$ cat src/rtl/core/lpr_pkg.sv
// lpr_pkg: shared types and constants of the lru page replacement block
// request and response structs, cell state and control structs, status codes
// no dependencies
`default_nettype none

package lpr_pkg;

  localparam int unsigned ENTRIES = 8;
  localparam int unsigned PAGE_W  = 16;
  localparam int unsigned STAT_W  = 3;

  localparam logic [PAGE_W-1:0] NO_PAGE = '1;

  localparam logic KIND_TOUCH = 1'b0;
  localparam logic KIND_EVICT = 1'b1;

  localparam logic [STAT_W-1:0] STAT_HIT     = 3'd0;
  localparam logic [STAT_W-1:0] STAT_INSERT  = 3'd1;
  localparam logic [STAT_W-1:0] STAT_DROPPED = 3'd2;
  localparam logic [STAT_W-1:0] STAT_EVICTED = 3'd3;
  localparam logic [STAT_W-1:0] STAT_EMPTY   = 3'd4;

  typedef struct packed {
    logic              kind;
    logic [PAGE_W-1:0] page_id;
  } req_t;

  typedef struct packed {
    logic [PAGE_W-1:0] page_out;
    logic [STAT_W-1:0] status;
  } rsp_t;

  // contents of one cell
  typedef struct packed {
    logic              valid;
    logic [PAGE_W-1:0] page;
  } cell_t;

  // control broadcast to every cell
  typedef struct packed {
    logic              en;
    logic              touch;
    logic              insert;
    logic              shift_all;
    logic [PAGE_W-1:0] page;
  } cell_ctrl_t;

endpackage

`default_nettype wire

$ cat src/rtl/core/lpr_cell.sv
// lpr_cell: one slot of the recency list
// compares its page, passes the hit chain on and takes its right neighbour on a shift
// depends on lpr_pkg
`default_nettype none

module lpr_cell (
  input  wire logic               clk_i,
  input  wire logic               rst_ni,
  input  wire lpr_pkg::cell_ctrl_t ctrl_i,
  input  wire logic               prev_valid_i,
  input  wire lpr_pkg::cell_t     next_i,
  input  wire logic               hit_i,
  output logic                    hit_o,
  output lpr_pkg::cell_t          cell_o
);

  logic                        valid_q, valid_d;
  logic [lpr_pkg::PAGE_W-1:0]  page_q, page_d;
  logic                        hit_here;
  logic                        shift;

  assign hit_here = ctrl_i.touch & valid_q & (page_q == ctrl_i.page);
  assign hit_o    = hit_i | hit_here;
  // every valid cell at or after the hit (or all of them) closes the gap
  assign shift    = ctrl_i.en & valid_q & (ctrl_i.shift_all | hit_o);

  always_comb begin
    valid_d = valid_q;
    page_d  = page_q;
    if (shift) begin
      if (next_i.valid) begin
        page_d = next_i.page;
      end else if (ctrl_i.touch) begin
        page_d = ctrl_i.page;
      end else begin
        valid_d = 1'b0;
      end
    end else if (ctrl_i.en & ctrl_i.insert & ~valid_q & prev_valid_i) begin
      valid_d = 1'b1;
      page_d  = ctrl_i.page;
    end
  end

  always_ff @(posedge clk_i or negedge rst_ni) begin
    if (!rst_ni) begin
      valid_q <= 1'b0;
    end else begin
      valid_q <= valid_d;
    end
  end

  always_ff @(posedge clk_i) begin
    page_q <= page_d;
  end

  assign cell_o.valid = valid_q;
  assign cell_o.page  = page_q;

endmodule

`default_nettype wire

$ cat src/rtl/core/lru_page_replacement_top.sv
// lru_page_replacement_top: least recently used page list as a row of cells
// one request in, one response out, through a registered output stage
// depends on lpr_pkg and lpr_cell
//
//  channel | handshake                 | payload
//  --------+---------------------------+---------------------------
//  in      | in_valid_i / in_stall_o   | in_req_i  (kind, page_id)
//  out     | out_valid_o / out_stall_i | out_rsp_o (page_out, status)
//
// one request per cycle when not stalled: all cells compare in parallel and shift in
// the same cycle, and the registered response shows in the cycle after acceptance
// the hit search ripples through the row of cells, which sets the cycle time
// reset empties the list (valid bits only); page contents are not reset
// while a response is held by out_stall_i, no new request is taken
`default_nettype none

module lru_page_replacement_top (
  input  wire logic          clk_i,
  input  wire logic          rst_ni,
  input  wire logic          in_valid_i,
  output logic               in_stall_o,
  input  wire lpr_pkg::req_t in_req_i,
  output logic               out_valid_o,
  input  wire logic          out_stall_i,
  output lpr_pkg::rsp_t      out_rsp_o
);

  localparam int unsigned N = lpr_pkg::ENTRIES;

  lpr_pkg::cell_t      cells [N];
  logic [N:0]          hit_chain;
  lpr_pkg::cell_ctrl_t ctrl;

  logic          accept;
  logic          touch;
  logic          full;
  logic          hit_any;
  logic          out_valid_q;
  lpr_pkg::rsp_t rsp_q, rsp_d;

  // response register frees up when taken
  assign in_stall_o = out_valid_q & out_stall_i;
  assign accept     = in_valid_i & ~in_stall_o;

  assign touch   = (in_req_i.kind == lpr_pkg::KIND_TOUCH);
  assign full    = cells[N-1].valid;
  assign hit_any = hit_chain[N];

  // broadcast control
  assign ctrl.en        = accept;
  assign ctrl.touch     = touch;
  assign ctrl.page      = in_req_i.page_id;
  assign ctrl.insert    = touch & ~hit_any & ~full;
  assign ctrl.shift_all = (~touch & cells[0].valid) | (touch & ~hit_any & full);

  assign hit_chain[0] = 1'b0;

  for (genvar i = 0; i < N; i++) begin : g_cell
    lpr_pkg::cell_t next_cell;
    logic           prev_valid;

    if (i == N - 1) begin : g_last
      assign next_cell = '0;
    end else begin : g_mid
      assign next_cell = cells[i+1];
    end

    if (i == 0) begin : g_first
      assign prev_valid = 1'b1;
    end else begin : g_rest
      assign prev_valid = cells[i-1].valid;
    end

    lpr_cell u_cell (
      .clk_i       (clk_i),
      .rst_ni      (rst_ni),
      .ctrl_i      (ctrl),
      .prev_valid_i(prev_valid),
      .next_i      (next_cell),
      .hit_i       (hit_chain[i]),
      .hit_o       (hit_chain[i+1]),
      .cell_o      (cells[i])
    );
  end

  // response for the current request
  always_comb begin
    rsp_d.page_out = lpr_pkg::NO_PAGE;
    rsp_d.status   = lpr_pkg::STAT_EMPTY;
    if (touch) begin
      if (hit_any) begin
        rsp_d.status = lpr_pkg::STAT_HIT;
      end else if (!full) begin
        rsp_d.status = lpr_pkg::STAT_INSERT;
      end else begin
        rsp_d.status   = lpr_pkg::STAT_DROPPED;
        rsp_d.page_out = cells[0].page;
      end
    end else if (cells[0].valid) begin
      rsp_d.status   = lpr_pkg::STAT_EVICTED;
      rsp_d.page_out = cells[0].page;
    end
  end

  always_ff @(posedge clk_i or negedge rst_ni) begin
    if (!rst_ni) begin
      out_valid_q <= 1'b0;
    end else if (accept) begin
      out_valid_q <= 1'b1;
    end else if (!out_stall_i) begin
      out_valid_q <= 1'b0;
    end
  end

  always_ff @(posedge clk_i) begin
    if (accept) begin
      rsp_q <= rsp_d;
    end
  end

  assign out_valid_o = out_valid_q;
  assign out_rsp_o   = rsp_q;

endmodule

`default_nettype wire
$ cat config.mk
export PLATFORM = sky130hd
export DESIGN_NAME = lru_page_replacement_top
export DESIGN_NICKNAME = d
export VERILOG_FILES = /design/src/rtl/core/lpr_pkg.sv /design/src/rtl/core/lpr_cell.sv /design/src/rtl/core/lru_page_replacement_top.sv
export SDC_FILE = /design/constraint.sdc
export NUM_CORES = 1
export LEC_CHECK = 0
export BUFFER_PORTS_ARGS = -buffer_cell sky130_fd_sc_hd__buf_2
export CORE_ASPECT_RATIO = 0.5
export CORE_UTILIZATION = 60
export DETAILED_ROUTE_END_ITERATION = 8
export GPL_ROUTABILITY_DRIVEN = 0
export GPL_TIMING_DRIVEN = 0
export PLACE_DENSITY = 0.82
export SYNTH_ARGS = -nofsm -noshare
export SYNTH_HDL_FRONTEND = slang
export SYNTH_SLANG_ARGS = --single-unit
export TNS_END_PERCENT = 20
$ cat constraint.sdc
create_clock -name clk_i -period 8.3 [get_ports clk_i]
set_input_delay 1.66 -clock clk_i [delete_from_list [all_inputs] [get_ports clk_i]]
set_output_delay 1.66 -clock clk_i [all_outputs]
set_load 0.01 [all_outputs]
==> impl_results.md <==
- Status: finished, final reports clean
- Clock sinks: 156
- Vias per Instance: 5.96
- Slew @ Worst Pin: 1.38 ns
- Post-CTS setup buffers: 0
- DPL Wire Length: 14500 µm
- Post-DRT Antenna Nets: 0
- Hold Buf Count CTS: 0
- Post-DP Area: 9150 µm²
- GR Util met3: 5.30%
- WL/cell: 20.6 µm
- Setup violations, final: 0
- Post-synthesis sequential area ratio: 53.8%
- CTS max path bufs: 2
- Crit start category: input port
- Reg power frac: 48.6%
- RSZ-0062 raised after global routing: no
- Met2 Usage GRT: 39.7%
- Worst skew pair latency: 0.43 ns
- Slowest stage delay, CP: 1.07 ns
- Pwr dens: 188 nW/µm²
- Number of detailed-route iterations in the first pass: 5
- Die Wd: 172 µm
- Post-CTS sizing: 0
- Commonest non-fill, non-tap cell in the layout: edfxtp_1
- Worst path cell trace: buf_2 > buf_2 > buf_2 > xor2_1 > nor4_1 > nand4_1 > o22ai_1 > nor2_1 > and2_1 > clkbuf_1 > nand2_1 > o22ai_1
- MaxCap Viol Count: 0
- Die Height: 86.8 µm
- Worst-path clk slew: 0.07 ns
- Peak VDD IR: 0.120 mV
- Clock share of power: 42.0%
- Synthesized instance count: 643
- TNS Setup: 0 ns
- Layout filler cell count: 902
- Final core occ: 70.7%
- First-pass GRT wire length: 28900 µm
- GRT Resource Usage Total: 27.1%
- Skew final: 0.0197 ns
- Critical path fanouts, max: 16
- Final Cycle Share: 60.8%
- CP Class: input port to register
- Die area: 14900 µm²
- Switching part of the total power: 24.8%
- Worst Path Required: 8.32 ns
- Residual DRC: 0
- Internal: 1380 µW
- Max-slew violations: 0
- Initial core utilization: 62.7%
- Synthesis-stage register bit count: 156
- Worst hold path type: register to register
- Num ports: 42
- Comb power frac: 9.4%
- Leakage power total: 0.00340 µW
- Most frequent cells in the layout: edfxtp_1, xor2_1, mux2_2
- Mapped cell area: 8630 µm²
- CP Data Arrival Time: 5.07 ns
- Vias in the first global route: 5174
- Minimum clock period: 5.05 ns
- Layout cell share with drive strength beyond 1: 34.6%
- Slowest-stage cell, CP: o22ai_1
- H-tree Lvls: 4
- Net switching power: 454 µW
- Fmax: 198 MHz
- Grt ovf: 0
- Nets@finish: 730
- Async S/R FF share, synth: 5.77%
- Core box area: 13800 µm²
- Post-Layout Inst Area: 9730 µm²
- Finished Layout Cells: 914
- Syn nets: 664
- Post-synth EDFFs: 147
- Critical path capture point type: register
- Met1 Usage GRT: 40.5%
- Placement Rows: 30
- CP dominant cell by count: buf_2
- Ys flop type: edfxtp_1
- Routed wire length: 18800 µm
- CTS tree: yes
- Detailed-route via count: 5447
- Slew margin rel.: 7.79%
- CTS Buf Count: 17
- Gr busiest metal: met1
- Final hold viol count: 0
- Avg Cell Area, Syn: 13.4 µm²
- Syn-to-layout area delta: 12.8%
- # port buffers: 41
- CTS Root Cell: clkbuf_16
- Number of diodes: 0
- Detailed Route Iter0 Violations: 501
- Initial antenna violation count: 0
- YS warnings: 0
- Inst Count DP: 882
- Largest net degree at the start of global routing: 29
- Synth unique cells: 55
through the flow:
step	setup WS, ns	hold WS (ns)	total power [µW]
after CTS	2.97	0.558	1830
final	3.25	0.556	1830
after global placement	2.01	0.500	1070
after floorplan	3.33	0.511	1020
after detailed placement	2.57	0.541	1070
after global routing	3.11	0.579	1880
logic make-up (layout without fill, tap and decap cells):
kind of cell              Yosys count  count (layout)  synth area share (%)
buffers and inverters              55             134                  3.52
AOI/OAI and AO/OA                  40              40                  3.57
and+or+nand+nor                   152             152                  10.7
DFF                               156             156                  53.8
muxes                             112             112                  15.5
xor gates and xnor gates          128             128                  13.0
Yosys cell counts, types with 2 or more instances:
master / count / area, µm²
dfrtp_1: 9 / 225
a31oi_1: 2 / 12.5
inv_1: 5 / 18.8
nand3b_1: 2 / 15.0
nand2_1: 15 / 56.3
or2_2: 2 / 12.5
nor4b_1: 4 / 35.0
mux2_2: 92 / 1040
nand3_1: 13 / 65.1
xor2_1: 99 / 867
xnor2_1: 29 / 254
edfxtp_1: 147 / 4410
buf_6: 5 / 56.3
nor3_1: 10 / 50.1
clkbuf_1: 7 / 26.3
a211o_1: 2 / 17.5
buf_2: 33 / 165
nor3_2: 2 / 20.0
nor3b_1: 5 / 37.5
o21ai_0: 8 / 40.0
buf_4: 2 / 15.0
nor2b_1: 4 / 25.0
and3_1: 2 / 12.5
o31ai_1: 9 / 67.6
a21oi_1: 6 / 30.0
nor4_1: 25 / 156
nand4_1: 13 / 81.3
a2bb2oi_1: 2 / 17.5
mux2_4: 20 / 300
o22ai_1: 3 / 18.8
nand2b_1: 23 / 144
or3_1: 2 / 12.5
clkinv_1: 2 / 7.51
o32ai_1: 3 / 26.3
nor2_1: 16 / 60.1
sequential cells by signal, summed over array words and instances, names as in the netlist:
register / flops
out_rsp_o: 19
out_valid_o: 1
g_cell.u_cell.valid_q: 8
g_cell.u_cell.page_q: 128
worst max-delay path: cells and delay by family:
family	cells	cell delay, ns
AND/OR/NAND/NOR	5	0.96
buffers and inverters	4	0.98
XOR/XNOR	1	0.24
AO/OA/AOI/OAI	2	1.21
power by group through the flow:
stage                     Sequential (µW)  Clock, µW  Combinational (µW)
final                                 890        768                 171
after detailed placement              907          0                 168
after global placement                906          0                 162
after global routing                  891        808                 185
after floorplan                       908          0                 115
after CTS                             890        773                 170
final timing paths:
kind	from	to	slack, ns	cells past startpoint
setup / recovery	in_req_i[12]	g_cell[2].u_cell.page_q[4]	3.25	12
hold / removal	g_cell[0].u_cell.page_q[7]	out_rsp_o[10]	0.56	1
setup reg to reg	g_cell[2].u_cell.valid_q	g_cell[2].u_cell.page_q[4]	4.53	9
hold reg to reg	g_cell[0].u_cell.page_q[7]	out_rsp_o[10]	0.56	1
max in group asynchronous	rst_ni	g_cell[4].u_cell.valid_q	7.03	1
min in group asynchronous	rst_ni	g_cell[0].u_cell.valid_q	1.08	1
layer usage:
metal,vias to the layer above,routed length [µm]
li1,2521,-
met1,2612,8880
met2,288,8050
met3,26,1540
met4,0,324
met5,-,0
cell type report:
class                   count  area, µm²  share of cell area [%]
well taps                 192        240                    2.47
inverters                   7       26.3                   0.270
clock inverters            15        153                    1.57
flip-flops and latches    156       4640                    47.7
repair buffers             47        254                    2.61
clock buffers              17        425                    4.37
plain buffers              48        278                    2.85
multi-input cells         432       3720                    38.2
No activity file was read; power rests on OpenSTA's default activity.
